$ cat config.mk
export PLATFORM = sky130hd
export DESIGN_NAME = external_interrupt_controller_top
export DESIGN_NICKNAME = d
export VERILOG_FILES = /design/src/eic_pkg.sv /design/src/eic_lane.sv /design/src/eic_merge.sv /design/src/external_interrupt_controller_top.sv
export SDC_FILE = /design/constraint.sdc
export NUM_CORES = 1
export LEC_CHECK = 0
export BUFFER_PORTS_ARGS = -buffer_cell sky130_fd_sc_hd__buf_2
export CAP_MARGIN = 20
export CORE_UTILIZATION = 55
export CTS_BUF_LIST = sky130_fd_sc_hd__clkbuf_8
export DETAILED_ROUTE_END_ITERATION = 8
export PLACE_DENSITY = 0.74
export SYNTH_ARGS = -nofsm -noshare
export SYNTH_HDL_FRONTEND = slang
export SYNTH_SLANG_ARGS = --single-unit
$ cat constraint.sdc
create_clock -name clk -period 5.7 [get_ports clk]
set_input_delay 0.57 -clock clk [delete_from_list [all_inputs] [get_ports clk]]
set_output_delay 0.57 -clock clk [all_outputs]
set_load 0.05 [all_outputs]
$ cat src/eic_pkg.sv
// ----------------------------------------------------------------------------
// eic_pkg
// Shared types and constants of the external interrupt controller: request
// and register codes, transaction payloads, and the lane control/result
// structs.
// ----------------------------------------------------------------------------
package eic_pkg;

  localparam int FIELD_W = 19;  // width of every per-line word on the ports
  localparam int IRQ_W   = 9;   // grouped interrupt request vector

  // Grouped request boundaries
  localparam int SINGLE_LO_CNT = 5;   // lines 0..4 map one to one
  localparam int GRP_A_LO      = 5;   // lines 5..9 share one request
  localparam int GRP_A_HI      = 9;
  localparam int GRP_B_LO      = 10;  // lines 10..15 share one request
  localparam int GRP_B_HI      = 15;
  localparam int LINE_C        = 16;
  localparam int LINE_D        = 17;

  typedef enum logic [1:0] {
    REQ_READ   = 2'd0,
    REQ_WRITE  = 2'd1,
    REQ_SAMPLE = 2'd2,
    REQ_NONE   = 2'd3
  } req_kind_t;

  typedef enum logic [2:0] {
    ADDR_IMASK   = 3'd0,
    ADDR_EMASK   = 3'd1,
    ADDR_RISE    = 3'd2,
    ADDR_FALL    = 3'd3,
    ADDR_SWTRIG  = 3'd4,
    ADDR_PENDING = 3'd5,
    ADDR_RSVD6   = 3'd6,
    ADDR_RSVD7   = 3'd7
  } reg_addr_t;

  typedef struct packed {
    logic [1:0]         req_type;
    logic [2:0]         reg_addr;
    logic [FIELD_W-1:0] write_data;
    logic [FIELD_W-1:0] line_levels;
  } eic_in_t;

  typedef struct packed {
    logic [FIELD_W-1:0] read_data;
    logic [IRQ_W-1:0]   irq_vector;
    logic [FIELD_W-1:0] event_pulse;
  } eic_out_t;

  // Decoded request broadcast to every lane
  typedef struct packed {
    logic      fire;
    req_kind_t kind;
    reg_addr_t addr;
  } eic_ctrl_t;

  // What one lane reports for the current transaction
  typedef struct packed {
    logic rd_bit;
    logic irq_bit;
    logic ev_bit;
  } eic_lane_out_t;

endpackage

$ cat src/eic_lane.sv
// ----------------------------------------------------------------------------
// eic_lane
// One interrupt line: masks, trigger selects, software trigger, pending and
// last sampled level, with edge detection and register access for its bit.
// ----------------------------------------------------------------------------
module eic_lane (
  input  logic                   clk,
  input  logic                   rst,
  input  eic_pkg::eic_ctrl_t     ctrl,
  input  logic                   wd,
  input  logic                   lv,
  output eic_pkg::eic_lane_out_t result
);

  logic imask, emask, rise, fall, sw, pend, prev;
  logic imask_next, emask_next, rise_next, fall_next, sw_next, pend_next, prev_next;
  logic edge_hit;
  logic rd_bit;

  always_comb begin
    imask_next = imask;
    emask_next = emask;
    rise_next  = rise;
    fall_next  = fall;
    sw_next    = sw;
    pend_next  = pend;
    prev_next  = prev;
    edge_hit   = 1'b0;
    rd_bit     = 1'b0;
    unique case (ctrl.kind)
      eic_pkg::REQ_READ: begin
        unique case (ctrl.addr)
          eic_pkg::ADDR_IMASK:   rd_bit = imask;
          eic_pkg::ADDR_EMASK:   rd_bit = emask;
          eic_pkg::ADDR_RISE:    rd_bit = rise;
          eic_pkg::ADDR_FALL:    rd_bit = fall;
          eic_pkg::ADDR_SWTRIG:  rd_bit = sw;
          eic_pkg::ADDR_PENDING: rd_bit = pend;
          default:               rd_bit = 1'b0;
        endcase
      end
      eic_pkg::REQ_WRITE: begin
        unique case (ctrl.addr)
          eic_pkg::ADDR_IMASK: imask_next = wd;
          eic_pkg::ADDR_EMASK: emask_next = wd;
          eic_pkg::ADDR_RISE:  rise_next  = wd;
          eic_pkg::ADDR_FALL:  fall_next  = wd;
          eic_pkg::ADDR_SWTRIG: begin
            // only a fresh 0->1 trigger raises pending, and only if unmasked
            sw_next   = sw | wd;
            pend_next = pend | (wd & ~sw & imask);
          end
          eic_pkg::ADDR_PENDING: begin
            // write-one-to-clear, takes the software trigger with it
            pend_next = pend & ~wd;
            sw_next   = sw & ~wd;
          end
          default: ;
        endcase
      end
      eic_pkg::REQ_SAMPLE: begin
        edge_hit  = (lv & ~prev & rise) | (~lv & prev & fall);
        pend_next = pend | edge_hit;
        prev_next = lv;
      end
      default: ;
    endcase
  end

  always_ff @(posedge clk) begin
    if (rst) begin
      imask <= 1'b0;
      emask <= 1'b0;
      rise  <= 1'b0;
      fall  <= 1'b0;
      sw    <= 1'b0;
      pend  <= 1'b0;
      prev  <= 1'b0;
    end else if (ctrl.fire) begin
      imask <= imask_next;
      emask <= emask_next;
      rise  <= rise_next;
      fall  <= fall_next;
      sw    <= sw_next;
      pend  <= pend_next;
      prev  <= prev_next;
    end
  end

  assign result.rd_bit  = rd_bit;
  assign result.irq_bit = pend_next & imask_next;
  assign result.ev_bit  = edge_hit & emask;

endmodule

$ cat src/eic_merge.sv
// ----------------------------------------------------------------------------
// eic_merge
// Gathers the lane bits into read data, event pulses and the grouped request
// vector, and holds results in an output register backed by a skid stage.
// ----------------------------------------------------------------------------
module eic_merge #(
  parameter int LANES = 19
) (
  input  logic                   clk,
  input  logic                   rst,
  input  logic                   in_fire,
  input  eic_pkg::eic_lane_out_t lane_res [LANES],
  output logic                   skid_full,
  output logic                   out_valid,
  input  logic                   out_ready,
  output eic_pkg::eic_out_t      out_data
);

  logic [eic_pkg::FIELD_W-1:0] rd_word, ev_word, req_word;
  eic_pkg::eic_out_t           merged;
  eic_pkg::eic_out_t           skid_data;
  logic                        skid_valid;

  always_comb begin
    for (int i = 0; i < eic_pkg::FIELD_W; i++) begin
      if (i < LANES) begin
        rd_word[i]  = lane_res[i].rd_bit;
        ev_word[i]  = lane_res[i].ev_bit;
        req_word[i] = lane_res[i].irq_bit;
      end else begin
        rd_word[i]  = 1'b0;
        ev_word[i]  = 1'b0;
        req_word[i] = 1'b0;
      end
    end
  end

  always_comb begin
    merged.read_data   = rd_word;
    merged.event_pulse = ev_word;
    merged.irq_vector  = {
      req_word[eic_pkg::LINE_D],
      req_word[eic_pkg::LINE_C],
      |req_word[eic_pkg::GRP_B_HI:eic_pkg::GRP_B_LO],
      |req_word[eic_pkg::GRP_A_HI:eic_pkg::GRP_A_LO],
      req_word[eic_pkg::SINGLE_LO_CNT-1:0]
    };
  end

  // Output register plus one skid entry; the skid fills only while the
  // output register is stalled, and drains into it first.
  always_ff @(posedge clk) begin
    if (rst) begin
      out_valid  <= 1'b0;
      skid_valid <= 1'b0;
    end else if (!out_valid || out_ready) begin
      out_valid  <= skid_valid || in_fire;
      skid_valid <= 1'b0;
    end else if (in_fire) begin
      skid_valid <= 1'b1;
    end
  end

  always_ff @(posedge clk) begin
    if (!out_valid || out_ready) begin
      out_data <= skid_valid ? skid_data : merged;
    end else if (in_fire) begin
      skid_data <= merged;
    end
  end

  assign skid_full = skid_valid;

endmodule

$ cat src/external_interrupt_controller_top.sv
// ----------------------------------------------------------------------------
// external_interrupt_controller_top
// Each transaction is a register read, a register write or a sample of the
// input lines, and yields exactly one result. One lane per line holds that
// line's masks, trigger selects, software trigger, pending bit and last
// level; all lanes act on a transaction in the same cycle and a merge stage
// builds read data, event pulses and the nine grouped interrupt requests
// (from pending AND interrupt mask after the update). The block takes one
// transaction per clock while its skid entry is empty; a result is held in
// an output register, and a skid entry behind it keeps input accepted for
// one more transaction while the output is stalled. Only the low NUM_LINES
// bits (at most the 19 port bits) are live; other bits are ignored and read
// as zero.
// ----------------------------------------------------------------------------
module external_interrupt_controller_top #(
  parameter int NUM_LINES = 19
) (
  input  logic              clk,
  input  logic              rst,
  input  logic              in_valid,
  output logic              in_ready,
  input  eic_pkg::eic_in_t  in_data,
  output logic              out_valid,
  input  logic              out_ready,
  output eic_pkg::eic_out_t out_data
);

  localparam int LANES = (NUM_LINES < eic_pkg::FIELD_W) ? NUM_LINES : eic_pkg::FIELD_W;

  eic_pkg::eic_ctrl_t     ctrl;
  eic_pkg::eic_lane_out_t lane_res [LANES];
  logic                   skid_full;
  logic                   in_fire;

  assign in_ready  = !skid_full;
  assign in_fire   = in_valid && in_ready;

  assign ctrl.fire = in_fire;
  assign ctrl.kind = eic_pkg::req_kind_t'(in_data.req_type);
  assign ctrl.addr = eic_pkg::reg_addr_t'(in_data.reg_addr);

  for (genvar i = 0; i < LANES; i++) begin : g_lane
    eic_lane u_lane (
      .clk    (clk),
      .rst    (rst),
      .ctrl   (ctrl),
      .wd     (in_data.write_data[i]),
      .lv     (in_data.line_levels[i]),
      .result (lane_res[i])
    );
  end

  eic_merge #(
    .LANES (LANES)
  ) u_merge (
    .clk       (clk),
    .rst       (rst),
    .in_fire   (in_fire),
    .lane_res  (lane_res),
    .skid_full (skid_full),
    .out_valid (out_valid),
    .out_ready (out_ready),
    .out_data  (out_data)
  );

`ifndef SYNTH
  // skid entry is only ever occupied behind a held result
  a_skid_behind_main: assert property (@(posedge clk) disable iff (rst)
    !in_ready |-> out_valid)
    else $error("skid occupied with empty output register");

  // a transaction taken while the output stalls lands in the skid
  a_stall_fills_skid: assert property (@(posedge clk) disable iff (rst)
    (in_fire && out_valid && !out_ready) |=> !in_ready)
    else $error("stalled transaction not held in skid");

  // after every accepted transaction the output register holds a result next cycle
  a_fire_gives_result: assert property (@(posedge clk) disable iff (rst)
    in_fire |=> out_valid)
    else $error("accepted transaction produced no result");
`endif

endmodule
Word level (Yosys, flattened, before mapping)
Index checks and enable logic that the tools add are counted.
{"block": "word_totals", "regBits": 229, "input_bits": 47, "output_inout_bits": 49}
{"block": "op_classes", "n_eq_ne": 8, "n_mux": 151, "n_bitwise": 342, "n_reduce_logical": 20}
{"operator": "1-bit AND", "count": 189}
{"operator": "1-bit one-hot mux with 2 select lines", "count": 57}
{"operator": "1-bit one-hot mux with 6 select lines", "count": 19}
{"operator": "1-bit NOT", "count": 77}
{"operator": "1-bit bitwise OR", "count": 76}
{"operator": "1-bit 2-to-1 mux", "count": 74}
{"operator": "47-bit 2-to-1 mux", "count": 1}
{"operator": "3-bit AND reduction", "count": 6}
{"operator": "3-bit by 2-bit equality test with 1-bit output, second input constant", "count": 2}
{"operator": "3-bit equality test, second input constant", "count": 2}
{"operator": "6-bit OR reduction", "count": 1}
{"operator": "5-bit OR reduction", "count": 1}
{"operator": "2-bit AND reduction", "count": 2}
{"operator": "2-bit nonzero test", "count": 2}
{"operator": "3-bit by 1-bit equality test with 1-bit output, second input constant", "count": 1}
{"operator": "3-bit logical NOT", "count": 1}
{"operator": "3-bit by 1-bit != test with 1-bit output, second input constant", "count": 1}
{"operator": "2-bit by 1-bit equality test with 1-bit output, second input constant", "count": 1}
{"operator": "2-bit equality test, second input constant", "count": 1}
{"operator": "1-bit logical NOT", "count": 2}
{"operator": "2-bit logical NOT", "count": 1}
{"operator": "1-bit logical OR", "count": 2}
{"operator": "2-bit OR reduction", "count": 1}
{"operator": "1-bit logical AND", "count": 1}

Longest topological paths before layout
{"block": "logic_depth", "ltp_word": 9, "mapped_depth": 11, "ltp_nobuf": 8}

By module
From an unflattened synthesis, not the netlist that was laid out.
{"block": "hier_totals", "hier_cells": 1433, "area_unflattened_um2": 14102.3}
{"mod": "eic_lane at g_lane[0].u_lane ...", "n_inst": 18, "cells_per_inst": 67, "area_per_inst_um2": 548.0, "seq_area_each_um2": 140.1}
{"mod": "eic_merge", "n_inst": 1, "cells_per_inst": 165, "area_per_inst_um2": 3727.3, "seq_area_each_um2": 2862.7}
{"mod": "eic_lane at g_lane[18].u_lane", "n_inst": 1, "cells_per_inst": 60, "area_per_inst_um2": 500.5, "seq_area_each_um2": 140.1}
{"mod": "external_interrupt_controller_top", "n_inst": 1, "cells_per_inst": 2, "area_per_inst_um2": 10.0, "seq_area_each_um2": 0.0}

Worst setup path before layout
No wires, ideal clock.
{"block": "synth_path", "path_kind": "register -> register", "startpoint": "register u_merge.out_valid", "endpoint": "register u_merge.skid_data[0] in the netlist's numbering, enable pin", "setup_time_ns": 0.452, "arrival_ns": 3.984, "t_required_ns": 5.248, "setup_slack_ns": 1.264, "stages_incl_launch_ff": 3, "path_buffers": 0, "path_cell_list": "dfxtp_1 > nand2b_1 > nor2_1"}
{"block": "synth_via", "elab_chain_cells": 4}
{"element": "from (decl)", "line": "eic_merge.sv:14", "text": "output logic out_valid,"}
{"element": "from (signal assigned)", "line": "eic_merge.sv:57", "text": "out_valid <= skid_valid || in_fire;"}
{"element": "1-bit logical NOT", "line": "eic_merge.sv:65", "text": "if (!out_valid || out_ready) begin"}
{"element": "1-bit logical OR", "line": "eic_merge.sv:65"}
{"element": "1-bit NOT (no source line)"}
{"element": "2-bit AND reduction (no source line)"}
{"element": "to (signal assigned)", "line": "eic_merge.sv:68", "text": "skid_data <= merged;"}
{"element": "to (decl)", "line": "eic_merge.sv:21", "text": "eic_pkg::eic_out_t skid_data;"}
No other way between the ends.
A chain may end at the register's enable or synchronous reset.

==> impl_metrics.toml <==
[worst_setup_path]
critPathRequiredTime_ns = 5.97
crit_type = "input pin to flop"
worstPathArrival_ns = 3.59
r2r_cells = 5
crit_start = "in_data[42]"
crit_chain = "buf_2 -> inv_1 -> ha_1 -> nor4b_4 -> mux2_2 -> a22oi_1 -> o32a_1 -> o211ai_1 -> or3_1"
path_max_fanout = 19
critPathMaxStageDelay_ns = 0.91
cp_slowest_cell = "nor4b_4"
startpoint_type = "input pin"
cp-endpoint = "u_merge.skid_data[25]"
rrSetupSlack_ns = 2.81
critPathCaptureType = "flop"
r2r_start = "u_merge.skid_full"

[power_and_ir_drop]
p_int_uw = 2629
p_leak_uw = 0.004510
seqPwrFrac_pct = 49.9
powerDensity_nw_per_um2 = 288.2
ir_drop_mv = 0.1298
switchingPower_uw = 930.8
swShare_pct = 26.15
clkPwrFrac_pct = 40.3
power_frac_comb_pct = 9.8
power.total_uw = 3560

[clock_network]
htreeDepth = 2
cts_setup_buffers = 0
clkTransAtPathRegs_ns = 0.06
clock-sinks = 229
cts.repair.resized = 0
cts_made_buffers = 39
cts_buffer_depth = 3
cts_tree = "built"
cts_root_buffer = "clkbuf_8"
cts_hold_buf = 0
clk_latency_ns = 0.54

[yosys]
ys_types = 64
synth_top_family_by_area = "simple AND/OR/NAND/NOR gates"
syn_avg_cell_area_um2 = 9.617
synth_nets = 1205
ys_seq_elements = 229
yosysWarnings = 0
synth_compound_area_share_pct = 15.67
synth_fa_ha_area_share_pct = 0.3379
muxShareOfSynthArea_pct = 11.61
synthesis.area_um2 = 11110
ys_seq_area_share_pct = 49.74
synth_xor_area_share_pct = 0
syn_inst = 1155
yosys.area_share.simple_pct = 18.31
synth_edf_count = 94
synth_ff_type = "dfxtp_1"
synth_async_sr_flop_share_pct = 0

[sta]
relSlewSlack_pct = 26.46
period_share_pct = 58.33
tightest_slew_ns = 1.102
fmax_mhz = 300.7
fin_crit_ns = 3.325
fin_setup_tns_ns = 0
hold_slack_ns = 0.3008
finalHoldViolations = 0
finalSetupViolations = 0
slew_viol_final = 0
rsz0062_at_grt = "no"
finalClockSkew_ns = 0.02535

[die]
die_area_um2 = 20770
fp.dieW_um = 144.1
coreArea_um2 = 19650
rows = 51
initial_core_util_pct = 56.52
die_h_um = 144.1
num_io_pins = 96

[final_layout]
final_nets = 1255
utilization_pct = 62.85
area_delta_synth_final_pct = 11.20
diodes = 0
drive_gt1_share_pct = 19.32
final_cells = 1497

[route]
drt_iter0_markers = 999
top_layer = "met4"
via_count = 9154
route.met2.wl_um = 12270
wirelength_um = 29800
wl_met1_um = 13720
postRouteAntennaNets = 0
first_pass_iters = 5
wl_met3_um = 3252
wl_per_cell_um = 19.90
via_per_inst = 6.115
drcViolationCount = 0

[placed_design]
dp.cells = 1429
dp_hpwl_um = 19510
gp_congestion = 0.9182
port_buffers = 95

[min_path]
min_path_type = "input pin to flop"

[grt]
antenna_found_initial = 0
grt-ovfl-total = 0
grt_pass1_vias = 8036
grt_max_degree = 81
grtUsageTotal_pct = 28.93
grt_pass1_wl_um = 45660

[flow_run]
maxCapViolCount = 0

[status]
outcome = "complete, no violations"
worst min path at each step:
stage / slack, ns / from / cells past startpoint / endpoint
after floorplan: 0.44 / g_lane[10].u_lane.prev / 2 / g_lane[10].u_lane.prev
after global placement: 0.45 / g_lane[1].u_lane.prev / 2 / g_lane[1].u_lane.prev
after detailed placement: 0.46 / g_lane[6].u_lane.prev / 2 / g_lane[6].u_lane.prev
after CTS: 0.28 / in_data[6] / 3 / g_lane[6].u_lane.prev
after global routing: 0.31 / in_data[9] / 3 / g_lane[9].u_lane.prev
final: 0.30 / in_data[9] / 3 / g_lane[9].u_lane.prev
layout by cell type (no fill, tap or decap), types with 19 or more instances in the layout:
master,synthesis,final
a21oi_1,134,134
a311oi_1,25,25
and3_1,20,20
buf_2,16,94
clkbuf_8,0,47
dfxtp_1,135,135
edfxtp_1,94,94
mux2_2,51,51
mux2i_1,58,58
nand2_1,180,180
nand3_1,48,48
nand3b_1,19,19
nor2_1,78,77
o21ai_0,43,43
state kept, by name (all words and copies together), names as in the netlist, named ones only:
register             flops
u_merge.out_data        47
u_merge.skid_data       47
g_lane.u_lane.emask     19
g_lane.u_lane.fall      19
g_lane.u_lane.imask     19
g_lane.u_lane.pend      19
g_lane.u_lane.prev      19
g_lane.u_lane.rise      19
u_merge.out_valid        1
u_merge.skid_full        1
kinds of logic after synthesis:
logic type      after synthesis
buf+inv                     108
flops                       229
mux                         116
compound gates              280
simple gates                419
fa+ha+maj                     3
power groups by stage:
stage	Combinational, µW	Sequential, µW	Clock, µW
after floorplan	180	1880	0
after global placement	339	1810	0
after detailed placement	342	1810	0
after CTS	343	1770	1450
after global routing	370	1780	1530
final	349	1780	1440
layer usage:
| metal | up-vias | GRT usage, % |
|---|---|---|
| met5 | - | 0 |
| met4 | 0 | 9.239 |
| met1 | 4294 | 44.40 |
| met2 | 503 | 40.22 |
| met3 | 52 | 5.762 |
| li1 | 4305 | - |
critical path, delay by kind of cell:
kind | cells | cell delay, ns
AND/OR/NAND/NOR | 2 | 1.29
adder cells (fa/ha/maj) | 1 | 0.63
AO/OA/AOI/OAI | 3 | 0.47
multiplexers | 1 | 0.44
buffers and inverters | 2 | 0.19
cell type report:
type / count / area (µm²)
timing repair buffer: 110 / 590.6
tap: 265 / 331.6
clock inverter: 21 / 113.9
sequential: 229 / 5525
multi-input combinational: 818 / 5117
fill: 1696 / 7302
inverter: 7 / 26.28
clock buffer: 47 / 646.9
metrics by stage:
stage,setup slack [ns],area (µm²)
5_1_grt,2.235,12350
3_5_place_dp,1.916,11590
3_3_place_gp,1.975,11590
6_report,2.375,12350
2_1_floorplan,1.264,11110
4_1_cts,2.445,12350
Yosys cell counts, types with 10 or more instances:
cell	n	share of area, %
and3_1	20	1.1
o22ai_1	10	0.56
a311oi_1	25	2.0
clkbuf_1	67	2.3
a21oi_1	134	6.0
mux2i_1	58	5.2
o21ai_0	43	1.9
mux2_2	51	5.2
nand2_1	180	6.1
nand3_1	48	2.2
edfxtp_1	94	25
buf_2	16	0.72
and2_1	18	1.0
a211oi_1	18	1.2
dfxtp_1	135	24
nor2_1	78	2.6
nand3b_1	19	1.3
Note: power is estimated with default switching activity, not from simulation.
